### src/sv/burning_ship_escape_time_assert.svh
// ----------------------------------------------------------------------------
// burning ship assertion macros
// shared concurrent assertion forms for the escape-time engine
// ----------------------------------------------------------------------------
`ifndef BURNING_SHIP_ESCAPE_TIME_ASSERT_SVH
`define BURNING_SHIP_ESCAPE_TIME_ASSERT_SVH

// same-cycle implication, checked out of reset
`define BSHIP_ASSERT_IMP(lbl, clk, rst_n, ante, cons, msg) \
    lbl: assert property (@(posedge clk) disable iff (!rst_n) (ante) |-> (cons)) \
        else $error(msg);

// next-cycle implication, checked out of reset
`define BSHIP_ASSERT_NXT(lbl, clk, rst_n, ante, cons, msg) \
    lbl: assert property (@(posedge clk) disable iff (!rst_n) (ante) |=> (cons)) \
        else $error(msg);

`endif

### src/sv/bship_pkg.sv
// ----------------------------------------------------------------------------
// bship_pkg
// types, constants and helpers shared by the burning ship escape-time engine
// ----------------------------------------------------------------------------
package bship_pkg;

    // fixed point format, signed q4.28
    localparam int FRAC_BITS = 28;
    localparam int Q_W       = 32;
    // truncated square and cross product width
    localparam int SQ_W      = 36;

    // escape bound 4.0 in unsigned q9.28
    localparam logic [SQ_W:0] ESC_BOUND = (SQ_W + 1)'(64'd1 << 30);

    // configuration reset values
    localparam logic signed [31:0] OFFSET_RESET = 32'sd0;
    localparam logic [28:0]        STEP_RESET   = 29'd2097152;
    localparam logic [15:0]        LIMIT_RESET  = 16'd100;

    // configuration register indexes
    typedef enum logic [1:0] {
        CFG_OFF_RE = 2'd0,
        CFG_OFF_IM = 2'd1,
        CFG_STEP   = 2'd2,
        CFG_LIMIT  = 2'd3
    } t_cfg_idx;

    // controller states
    typedef enum logic [2:0] {
        ST_IDLE,
        ST_CMUL,
        ST_CADD,
        ST_ZMUL,
        ST_EVAL,
        ST_FIN
    } t_state;

    // controller to datapath commands
    typedef struct packed {
        logic load;
        logic cmul;
        logic cadd;
        logic zmul;
        logic step;
        logic inc;
        logic set_esc;
        logic out_load;
    } t_cmd;

    // datapath to controller status
    typedef struct packed {
        logic limit_zero;
        logic escape;
        logic last;
    } t_sts;

    // magnitude of a q4.28 value, exact for the most negative code
    function automatic logic [Q_W-1:0] mag_q(input logic signed [Q_W-1:0] v);
        logic [Q_W-1:0] m;
        m = v[Q_W-1] ? Q_W'(-v) : Q_W'(v);
        return m;
    endfunction

endpackage

### src/sv/bship_ctrl.sv
// ----------------------------------------------------------------------------
// bship_ctrl
// sequencer for one pixel at a time and the output word valid flag
// ----------------------------------------------------------------------------
`include "burning_ship_escape_time_assert.svh"

module bship_ctrl (
    input  logic               i_clk,
    input  logic               i_rst_n,
    input  logic               i_valid,
    output logic               o_stall,
    output logic               o_valid,
    input  logic               i_stall,
    input  bship_pkg::t_sts    i_sts,
    output bship_pkg::t_cmd    o_cmd
);

    bship_pkg::t_state r_state;
    bship_pkg::t_state n_state;
    logic              r_out_valid;
    logic              n_out_valid;
    logic              w_out_free;

    // output slot is free when empty or being taken
    assign w_out_free = !r_out_valid || !i_stall;

    // state and valid registers
    always_ff @(posedge i_clk) begin
        if (!i_rst_n) begin
            r_state     <= bship_pkg::ST_IDLE;
            r_out_valid <= 1'b0;
        end else begin
            r_state     <= n_state;
            r_out_valid <= n_out_valid;
        end
    end

    // next state and commands
    always_comb begin
        n_state = r_state;
        o_cmd   = '0;
        case (r_state)
            bship_pkg::ST_IDLE: begin
                if (i_valid) begin
                    o_cmd.load = 1'b1;
                    n_state    = bship_pkg::ST_CMUL;
                end
            end
            bship_pkg::ST_CMUL: begin
                o_cmd.cmul = 1'b1;
                n_state    = bship_pkg::ST_CADD;
            end
            bship_pkg::ST_CADD: begin
                o_cmd.cadd = 1'b1;
                n_state    = i_sts.limit_zero ? bship_pkg::ST_FIN : bship_pkg::ST_ZMUL;
            end
            bship_pkg::ST_ZMUL: begin
                o_cmd.zmul = 1'b1;
                n_state    = bship_pkg::ST_EVAL;
            end
            bship_pkg::ST_EVAL: begin
                if (i_sts.escape) begin
                    o_cmd.set_esc = 1'b1;
                    n_state       = bship_pkg::ST_FIN;
                end else if (i_sts.last) begin
                    o_cmd.inc = 1'b1;
                    n_state   = bship_pkg::ST_FIN;
                end else begin
                    o_cmd.step = 1'b1;
                    n_state    = bship_pkg::ST_ZMUL;
                end
            end
            bship_pkg::ST_FIN: begin
                if (w_out_free) begin
                    o_cmd.out_load = 1'b1;
                    n_state        = bship_pkg::ST_IDLE;
                end
            end
            default: begin
                n_state = bship_pkg::ST_IDLE;
            end
        endcase
    end

    // output valid tracking
    always_comb begin
        n_out_valid = r_out_valid;
        if (r_out_valid && !i_stall) begin
            n_out_valid = 1'b0;
        end
        if (o_cmd.out_load) begin
            n_out_valid = 1'b1;
        end
    end

    assign o_stall = (r_state != bship_pkg::ST_IDLE);
    assign o_valid = r_out_valid;

    // checks
    `BSHIP_ASSERT_IMP(a_out_slot_free, i_clk, i_rst_n, o_cmd.out_load, w_out_free, "result loaded over a pending word")
    `BSHIP_ASSERT_NXT(a_accept_busy, i_clk, i_rst_n, i_valid && !o_stall, o_stall && r_state == bship_pkg::ST_CMUL, "accept did not start the mapping")
    `BSHIP_ASSERT_IMP(a_step_only_inside, i_clk, i_rst_n, o_cmd.step, !i_sts.escape && !i_sts.last, "update issued past escape or limit")
    `BSHIP_ASSERT_NXT(a_result_posted, i_clk, i_rst_n, o_cmd.out_load, r_out_valid && r_state == bship_pkg::ST_IDLE, "result not posted after load")

endmodule

### config.mk
export PLATFORM = sky130hd
export DESIGN_NAME = bship_ctrl
export DESIGN_NICKNAME = d
export VERILOG_FILES = /design/src/sv/bship_pkg.sv /design/src/sv/bship_ctrl.sv
export VERILOG_INCLUDE_DIRS = /design/src /design/src/sv
export SDC_FILE = /design/constraint.sdc
export NUM_CORES = 1
export LEC_CHECK = 0
export BUFFER_PORTS_ARGS = -buffer_cell sky130_fd_sc_hd__buf_2
export CORE_AREA = 2 2 39 41
export CTS_CLUSTER_SIZE = 12
export DETAILED_ROUTE_END_ITERATION = 10
export DIE_AREA = 0 0 41 43
export GPL_TIMING_DRIVEN = 0
export PLACE_DENSITY = 0.48
export RECOVER_POWER = 50
export SYNTH_ARGS = -nofsm -noshare
export SYNTH_HDL_FRONTEND = slang
export SYNTH_SLANG_ARGS = --single-unit
### constraint.sdc
create_clock -name i_clk -period 3.38 [get_ports i_clk]
set_clock_uncertainty 0.2 [all_clocks]
set_input_delay 0.507 -clock i_clk [delete_from_list [all_inputs] [get_ports i_clk]]
set_output_delay 0.507 -clock i_clk [all_outputs]
set_load 0.03 [all_outputs]
* Yosys cells after proc, flatten, opt, wreduce, memory -nomap -nowiden
Cells that the tools add are included.
** Cells by class
- Reduce and logical (&&, ||, !) cells :: 8
- Equal/unequal tests :: 7
- Mux-type cells :: 20
** Operators with widths (number)
- 3-bit two-way mux :: 6
- 3-bit case mux with 6 select lines :: 1
- 1-bit two-way mux :: 12
- 3-bit by 2-bit == test with 1-bit output (second input constant) :: 2
- 3-bit == test (second input constant) :: 2
- 2-bit inequality test (second input constant) :: 2
- 3-bit by 1-bit == test with 1-bit output (second input constant) :: 1
- 3-bit zero test :: 1
- 3-bit nonzero test :: 1
- 1-bit zero test :: 2
- 2-bit two-way mux :: 1
- 2-bit AND reduction :: 1
- 2-bit nonzero test :: 1
- 1-bit logical AND :: 1
- 1-bit logical OR :: 1
** Storage, ports and cells
- Logic and storage cells :: 37
- Flip-flop bits (word level) :: 4
- Output and inout bits :: 10

* Depth between registers and ports, before layout
Gate-level depths: netlist of run 1.
- Depth in word-level cells :: 5
- Mapped depth :: 4
- Gate-level depth less buffers :: 3

* Least setup slack after synthesis of run 1
Ideal clock, no wire load.
- Path type :: register to output
- From :: register r_state[2]
- To :: output o_cmd[2] in the netlist's numbering
- Path buffers :: 0
- Required time :: 2.673 ns
- Arrival :: 1.590 ns
- Setup slack :: 1.083 ns
- Stages on the path, launching flop included :: 3
- Path through :: dfxtp_1 > nand2b_4 > nor4b_1
** RTL lines
- start, declared :: RTL line bship_ctrl.sv:18 : bship_pkg::t_state r_state;
- start signal, assigned :: RTL line bship_ctrl.sv:30 : r_state <= bship_pkg::ST_IDLE;
- start signal, assigned :: RTL line bship_ctrl.sv:33 : r_state <= n_state;
- end, declared :: RTL line bship_ctrl.sv:15 : output bship_pkg::t_cmd o_cmd

==> qor.csv, run 1 <==
stage,metric,value,unit
floorplan,core area,0.001384,mm^2
clocking,clk root buf,clkbuf_4,
timing,final hold violations,0,
clocking,cts repair resizes,0,
placed_design,detailed placer's ending HPWL,546.4,um
critical_path,crit path max fanout,8,
placed_design,post-place setup slack,1.342,ns
clocking,Clock Latency Late Sink,0.23,ns
yosys,Post-Syn Area,267.8,um^2
yosys,register bit count reported by yosys,4,
final_layout,final instance area,379.1,um^2
floorplan,Die Ht,43,um
yosys,Synth cell types,22,
floorplan,Initial Util,19.35,%
yosys,Synth top area share,29.91,%
critical_path,"CP delay by family, top",buffers and inverters,
routing,routed vias,324,
timing,RSZ-0062 raised after global routing,no,
clocking,CTS tree,built,
critical_path,CP required,2.67,ns
routing,Total Wirelength,706,um
floorplan,io pins,17,
flow_run,Max-Cap Viols,0,
grt,global-route usage over all layers,9.319,%
grt,largest net degree at the start of global routing,10,
final_layout,Layout Nets,63,
clocking,Post-CTS Setup Repair Bufs,0,
final_layout,Fillers,165,
routing,DRT antenna net count,0,
routing,wire length per cell,10.09,um
yosys,"top cells by area, synth","dfxtp_1, nor3_1, nand2_1, nand2b_4, nand2b_1",
floorplan,die area,0.001763,mm^2
yosys,Syn. warnings,0,
routing,DRC errors left,0,
clocking,clock sinks,4,
pwr,peak supply drop,0.0001036,V
pwr,leak pwr,0.1769,nW
timing,Max Fclk,437.7,MHz
timing,minimum clock period,2.285,ns
timing,Final WS setup,1.096,ns
final_layout,Layout area overhead,41.59,%
grt,number of global-route vias before repair,254,
yosys,Yosys top cell by area,dfxtp_1,
routing,initial DRC count,8,
critical_path,CP Class,flip-flop to primary output,
grt,initial antenna violation count,0,
placed_design,gpl congestion,0.7941,
yosys,sequential area share after synthesis,29.91,%
timing,Hold WS,0.3219,ns
grt,first-pass GRT wire length,1104,um
yosys,Post-Syn Instances,35,
timing,Final Cycle Share,67.59,%
routing,vias per cell,4.629,
placed_design,Post-DP Area,367.9,um^2
grt,gr ovfl total,0,
final_layout,fraction of layout cells with a size suffix above 1,33.33,%
clocking,H-tree depth,1,
critical_path,CP Cell Sequence,"inv_1, or2_0, a21oi_1, buf_4, buf_2",
clocking,Inserted Clock Buffers,3,
final_layout,ANT cells,0,
timing,Slew headroom,75.86,%
clocking,"Hold-fix buffers, CTS",0,
timing,Final Slew Violations,0,
yosys,Syn Nets,42,
critical_path,crit path DAT,1.58,ns
critical_path,Setup crit start kind,flip-flop,
critical_path,Crit-path slowest cell,dfxtp_1,
yosys,"Avg Cell Area, Syn",7.650,um^2
placed_design,port bufs,16,
floorplan,Die Wd,41,um
timing,setup TNS,0,ns
final_layout,Final Util,27.40,%
routing,First-pass DRT Iterations,4,
run_status,status,completed,
clocking,"Reg clk slew, reported paths",0.04,ns
critical_path,worst path bufs/invs,3,
min_path,Hold Path Class,flip-flop to flip-flop,
floorplan,site row count,14,
clocking,Max Buffers Root-to-Sink,2,
critical_path,Setup crit end kind,primary output,
critical_path,max incr delay on CP,0.46,ns
timing,final setup fails,0,
timing,Slew @ Worst Pin,0.3636,ns
pwr,PwrDens,432.1,mW/mm^2
-- placed cells by master (no fill, tap or decap) --
master and n:
a31oi_1 1, nor2_1 3, or2_0 1, a21oi_1 1, clkbuf_4 3, nor3_1 3, nand2b_1 3, or3_1 1
nand2_1 4, o31ai_1 1, o32a_1 1, o21ai_0 1, a21o_1 1, a221oi_1 1, a21oi_2 1, inv_1 3
nor4_1 1, dfxtp_1 4, a21boi_1 1, clkbuf_1 3, buf_4 1, nor4b_1 1, nor3b_1 1, buf_2 13
-- report_power, final --
| part | switching (W) | total, W | leakage [nW] | internal (W) |
|---|---|---|---|---|
| Clock | 0.0000192 | 0.0000589 | 0.0138 | 0.0000397 |
| Sequential | 0.00000684 | 0.0000577 | 0.0328 | 0.0000509 |
| Combinational | 0.0000312 | 0.0000472 | 0.130 | 0.0000160 |
| Total | 0.0000572 | 0.000164 | 0.177 | 0.000107 |
-- worst min-delay path, cell delays in order (launching register included) --
cell	delay, ns
dfxtp_1	0.32
nand2_1	0.09
a21boi_1	0.06
-- final cells by class --
| type | instances | area [um^2] | share of cell area (%) |
|---|---|---|---|
| Clock buffer | 3 | 22.52 | 5.941 |
| Multi-Input combinational cell | 27 | 161.4 | 42.57 |
| Tap cell | 16 | 20.02 | 5.281 |
| Buffer | 1 | 7.507 | 1.980 |
| Timing Repair Buffer | 16 | 76.32 | 20.13 |
| Sequential cell | 4 | 80.08 | 21.12 |
| Inverter | 3 | 11.26 | 2.970 |
-- stage by stage --
stage / std cells / power, W
final: 70 / 0.0001638
after global routing: 70 / 0.0001767
after CTS: 70 / 0.0001689
after detailed placement: 67 / 0.0001086
after global placement: 67 / 0.0001084
after floorplan: 35 / 0.00009194
-- kinds of logic (layout without fill, tap and decap cells) --
kind of cell,Yosys count,in the layout,share of synthesized area [%]
compound gates,9,9,24.77
flops,4,4,29.91
simple gates,18,18,38.32
buf+inv,4,23,7.010
-- layer usage --
layer	GRT usage, %	share of wire, %	up-vias
met1	11.82	42	147
met2	12.81	53	12
met4	6.000	0	0
met5	0	0	-
met3	3.141	5.1	0
li1	-	-	165
-- registers in the layout, indices dropped and copies added, names as in the netlist --
register,flops
r_state,3
o_valid,1
-- worst paths after layout --
kind	startpoint	end	slack (ns)	cells after the start
worst min register to register	o_valid$_SDFFE_PN0P_	o_valid$_SDFFE_PN0P_	0.32	2
worst max-delay path	r_state[0]$_SDFFE_PN0P_	o_cmd[0]	1.10	5
worst min-delay path	o_valid$_SDFFE_PN0P_	o_valid$_SDFFE_PN0P_	0.32	2
worst max register to register	r_state[1]$_SDFFE_PN0P_	r_state[1]$_SDFFE_PN0P_	2.02	3
-- cell usage after synthesis (all sizes together) --
cell    count
nor4        1
or2         1
buf         1
dfxtp       4
nor4b       1
nor3        3
a21boi      1
o31ai       1
or3         1
nor2        3
a21o        1
a31oi       1
o21ai       1
o32a        1
nand2       4
inv         3
nor3b       1
nand2b      3
a21oi       2
a221oi      1
Note: power is estimated with default switching activity, not from simulation.
==> run 2: changes to the inputs <==
- PLACE_DENSITY: 0.48 -> 0.49
- clock period: 3.38 -> 2 ns (I/O delays scaled with it)
==> qor.csv, run 2 (same netlist as run 1, synthesis figures left out) <==
stage,metric,value,unit
critical_path,max incr delay on CP,0.35,ns
pwr,PwrDens,711.9,mW/mm^2
critical_path,CP Cell Sequence,"nand2b_4, or2_1, a21oi_1, buf_4, buf_2",
routing,First-pass DRT Iterations,4,
floorplan,Die Wd,41,um
clocking,Max Buffers Root-to-Sink,2,
final_layout,sequential standard cell area,83.83,um^2
placed_design,detailed placer's ending HPWL,558,um
timing,Hold WS,0.1221,ns
clocking,clock sinks,4,
final_layout,fraction of layout cells with a size suffix above 1,44.44,%
final_layout,most frequent cells in the layout,"buf_2, nand2_1",
timing,Slew @ Worst Pin,0.3635,ns
placed_design,port bufs,16,
placed_design,post-place setup slack,0.1531,ns
final_layout,Layout area overhead,48.13,%
pwr,leak pwr,0.1800,nW
final_layout,"commonest non-fill, non-tap cell in the layout",buf_2,
floorplan,die area,0.001763,mm^2
run_status,status,completed,
timing,Final WS setup,0.09261,ns
critical_path,CP Class,flip-flop to primary output,
floorplan,core area,0.001384,mm^2
placed_design,Post-DP Area,374.1,um^2
clocking,Clock Latency Late Sink,0.23,ns
timing,RSZ-0062 raised after global routing,no,
grt,gr ovfl total,0,
critical_path,crit path max fanout,9,
timing,setup TNS,0,ns
floorplan,io pins,17,
routing,Total Wirelength,712,um
critical_path,Setup crit start kind,flip-flop,
timing,final setup fails,0,
clocking,H-tree depth,1,
grt,initial antenna violation count,0,
grt,number of global-route vias before repair,232,
final_layout,Fillers,154,
final_layout,Top reg by flops,r_state,
critical_path,worst path bufs/invs,2,
final_layout,max reg flops,3,
placed_design,gpl congestion,0.7559,
final_layout,final instance area,396.6,um^2
timing,minimum clock period,1.907,ns
routing,initial DRC count,4,
pwr,peak supply drop,0.0001847,V
floorplan,Die Ht,43,um
grt,largest net degree at the start of global routing,10,
floorplan,site row count,14,
critical_path,Crit-path slowest cell,dfxtp_2,
grt,first-pass GRT wire length,952,um
critical_path,"CP delay by family, top",simple AND/OR/NAND/NOR gates,
clocking,CTS tree,built,
routing,DRT antenna net count,0,
timing,Max Fclk,524.3,MHz
critical_path,Setup crit end kind,primary output,
critical_path,CP required,1.50,ns
timing,final hold violations,0,
clocking,Inserted Clock Buffers,3,
flow_run,Max-Cap Viols,0,
routing,routed vias,316,
final_layout,ANT cells,0,
clocking,"Reg clk slew, reported paths",0.04,ns
timing,Final Cycle Share,95.37,%
clocking,clk root buf,clkbuf_4,
routing,DRC errors left,0,
final_layout,area of the multi-input gates,175.2,um^2
timing,Slew headroom,75.87,%
routing,wire length per cell,10.17,um
routing,vias per cell,4.514,
critical_path,crit path DAT,1.41,ns
floorplan,Initial Util,19.35,%
min_path,Hold Path Class,input pin to flip-flop,
grt,global-route usage over all layers,8.016,%
final_layout,Layout Nets,63,
timing,Final Slew Violations,0,
run 2: power breakdown:
part | total (W) | switching [W] | internal, W
Clock | 0.0000976 | 0.0000307 | 0.0000670
Sequential | 0.000100 | 0.0000130 | 0.0000874
Combinational | 0.0000843 | 0.0000540 | 0.0000304
Total | 0.000282 | 0.0000976 | 0.000185
run 2: through the flow:
stage / utilization [%] / power, W / instances
finish: 28.66 / 0.0002823 / 70
global route: 28.66 / 0.0002949 / 70
CTS: 28.75 / 0.0002857 / 70
detailed placement: 27.03 / 0.0001849 / 67
global placement: 27.03 / 0.0001848 / 67
floorplan: - / 0.0001562 / 35
run 2: final timing paths:
check | from | end | slack, ns | depth (start not counted)
hold reg to reg | o_valid$_SDFFE_PN0P_ | o_valid$_SDFFE_PN0P_ | 0.31 | 2
setup reg to reg | r_state[1]$_SDFFE_PN0P_ | r_state[1]$_SDFFE_PN0P_ | 0.76 | 3
setup / recovery | r_state[1]$_SDFFE_PN0P_ | o_cmd[0] | 0.09 | 5
hold / removal | i_rst_n | r_state[2]$_SDFFE_PN0P_ | 0.12 | 3
run 2: per-layer routing:
metal / up-vias / wire length [um] / track usage, %
li1: 166 / - / -
met1: 141 / 353 / 10.22
met2: 9 / 319 / 11.25
met3: 0 / 39 / 1.571
met4: 0 / 0 / 6.000
met5: - / 0 / 0
run 2: repair_timing:
item,in CTS,in global routing
buffers inserted,0,0
hold buffers,0,0
resized for setup,1,3
setup endpoints to repair,1,1
run 2: final cells by class:
cell class / count / area share (%)
multi-input combinational: 27 / 44.16
sequential: 4 / 21.14
timing repair buffer: 16 / 19.24
clock buffer: 3 / 5.678
tap: 16 / 5.047
inverter: 3 / 2.839
buffer: 1 / 1.893
run 2: tightest hold or removal path, delay by kind of cell:
kind / cells / cell delay (ns)
AOI/OAI and AO/OA: 1 / 0.03
buffers and inverters: 2 / 0.18
==> run 3: changes to the inputs <==
- BUFFER_PORTS_ARGS: -buffer_cell sky130_fd_sc_hd__buf_2 -> not set
- DONT_BUFFER_PORTS: not set -> 1
- PLACE_DENSITY: 0.49 -> 0.38
==> qor.csv, run 3 (same netlist as run 1, synthesis figures left out) <==
stage,metric,value,unit
floorplan,Die Ht,43,um
critical_path,max incr delay on CP,0.39,ns
grt,number of global-route vias before repair,276,
routing,Total Wirelength,750,um
placed_design,post-placement cell count,51,
floorplan,core area,0.001384,mm^2
timing,Final Cycle Share,94.79,%
placed_design,port bufs,0,
timing,Final Slew Violations,0,
routing,highest routed metal layer,met3,
timing,Hold WS,0.02787,ns
placed_design,detailed placer's ending HPWL,546.1,um
pwr,PwrDens,740.3,mW/mm^2
clocking,Inserted Clock Buffers,3,
final_layout,final cell count without fillers,55,
floorplan,io pins,17,
timing,setup TNS,0,ns
grt,global-route usage over all layers,9.820,%
critical_path,Reg-to-Reg Start,o_valid$_SDFFE_PN0P_,
timing,RSZ-0062 raised after global routing,no,
floorplan,site row count,14,
pwr,peak supply drop,0.0002067,V
final_layout,Top reg by flops,r_state,
min_path,Hold Path Stages,1,
final_layout,fraction of layout cells with a size suffix above 1,38.46,%
critical_path,Setup crit end kind,primary output,
routing,vias per cell,4.927,
flow_run,Max-Cap Viols,0,
routing,DRT antenna net count,0,
final_layout,"commonest non-fill, non-tap cell in the layout",nand2_1,
clocking,Max Buffers Root-to-Sink,2,
timing,minimum clock period,1.896,ns
critical_path,Crit-path slowest cell,dfxtp_1,
grt,largest net degree at the start of global routing,10,
timing,Max Fclk,527.5,MHz
routing,routed vias,271,
critical_path,CP required,1.50,ns
placed_design,gpl congestion,0.6699,
timing,final setup fails,0,
final_layout,max reg flops,3,
timing,Final WS setup,0.1042,ns
final_layout,Layout area overhead,40.19,%
routing,DRC errors left,0,
floorplan,die area,0.001763,mm^2
clocking,Post-CTS Setup Repair Bufs,0,
final_layout,most frequent cells in the layout,"nand2_1, clkbuf_4",
run_status,status,completed,
pwr,leak pwr,0.1290,nW
routing,met2 wire len,423,um
grt,initial antenna violation count,0,
critical_path,CP Cell Sequence,"nand2b_4, or2_1, a21oi_1, buf_4",
critical_path,path depth of the worst reg2reg path,3,
grt,gr ovfl total,0,
routing,wl on met1,300,um
timing,Slew headroom,63.07,%
clocking,H-tree depth,1,
placed_design,post-place setup slack,-0.07387,ns
clocking,"Reg clk slew, reported paths",0.04,ns
floorplan,Initial Util,19.35,%
clocking,CTS tree,built,
clocking,clock sinks,4,
grt,first-pass GRT wire length,1193,um
clocking,Clock Latency Late Sink,0.23,ns
timing,final hold violations,0,
critical_path,CP Class,flip-flop to primary output,
final_layout,Layout Nets,48,
routing,DR WL met3,27,um
routing,First-pass DRT Iterations,3,
routing,wire length per cell,13.64,um
final_layout,ANT cells,0,
timing,Slew @ Worst Pin,0.5519,ns
floorplan,Die Wd,41,um
critical_path,crit path DAT,1.40,ns
routing,initial DRC count,7,
min_path,Hold Path Class,input pin to flip-flop,
min_path,HP Start,i_rst_n,
critical_path,Setup crit start kind,flip-flop,
critical_path,crit path launch,r_state[1]$_SDFFE_PN0P_,
clocking,clk root buf,clkbuf_4,
critical_path,crit path max fanout,9,
## run 3: layer usage
metal | GRT usage, % | up-vias
met2 | 15.63 | 5
met5 | 0 | -
met1 | 10.86 | 133
met4 | 5.333 | 0
li1 | - | 133
met3 | 3.141 | 0
## run 3: metrics by stage
| step | instance area [um^2] | utilization [%] | power [W] |
|---|---|---|---|
| floorplan | 274.0 | - | 0.0001562 |
| global placement | 294.0 | 21.25 | 0.0001648 |
| detailed placement | 294.0 | 21.25 | 0.0001657 |
| CTS | 360.3 | 26.04 | 0.0002773 |
| global route | 375.4 | 27.12 | 0.0002993 |
| finish | 375.4 | 27.12 | 0.0002779 |
## run 3: what timing repair did
item                                    CTS  global route
hold buffers                              1             0
gates resized for setup                   7             4
endpoints found under the hold margin     3             0
endpoints found under the setup margin    6             2
gates cloned                              0             0
## run 3: worst max-delay path, delay by kind of cell (launching register included)
kind,cells,cell delay (ns)
AO/OA/AOI/OAI,1,0.13
buffers and inverters,1,0.18
flip-flops,1,0.39
AND/OR/NAND/NOR,2,0.47
## run 3: worst paths after layout
path / to / slack, ns
worst max-delay path: o_cmd[0] / 0.10
worst max register to register: r_state[2]$_SDFFE_PN0P_ / 0.60
worst min-delay path: o_valid$_SDFFE_PN0P_ / 0.03
worst min register to register: r_state[0]$_SDFFE_PN0P_ / 0.42
## run 3: power by group
group | internal, W | total [W] | switching [W]
clock | 0.0000668 | 0.0000959 | 0.0000291
sequential | 0.0000869 | 0.000104 | 0.0000166
combinational | 0.0000269 | 0.0000784 | 0.0000515
total | 0.000181 | 0.000278 | 0.0000972
## run 3: layout make-up
cell class                      instances  area, um^2
Clock buffer                            3       22.52
Fill cell                             162        1008
Tap cell                               16       20.02
Buffer                                  1       7.507
Sequential cell                         4       82.58
Inverter                                3       11.26
Timing Repair Buffer                    1       10.01
Multi-Input combinational cell         27       221.5
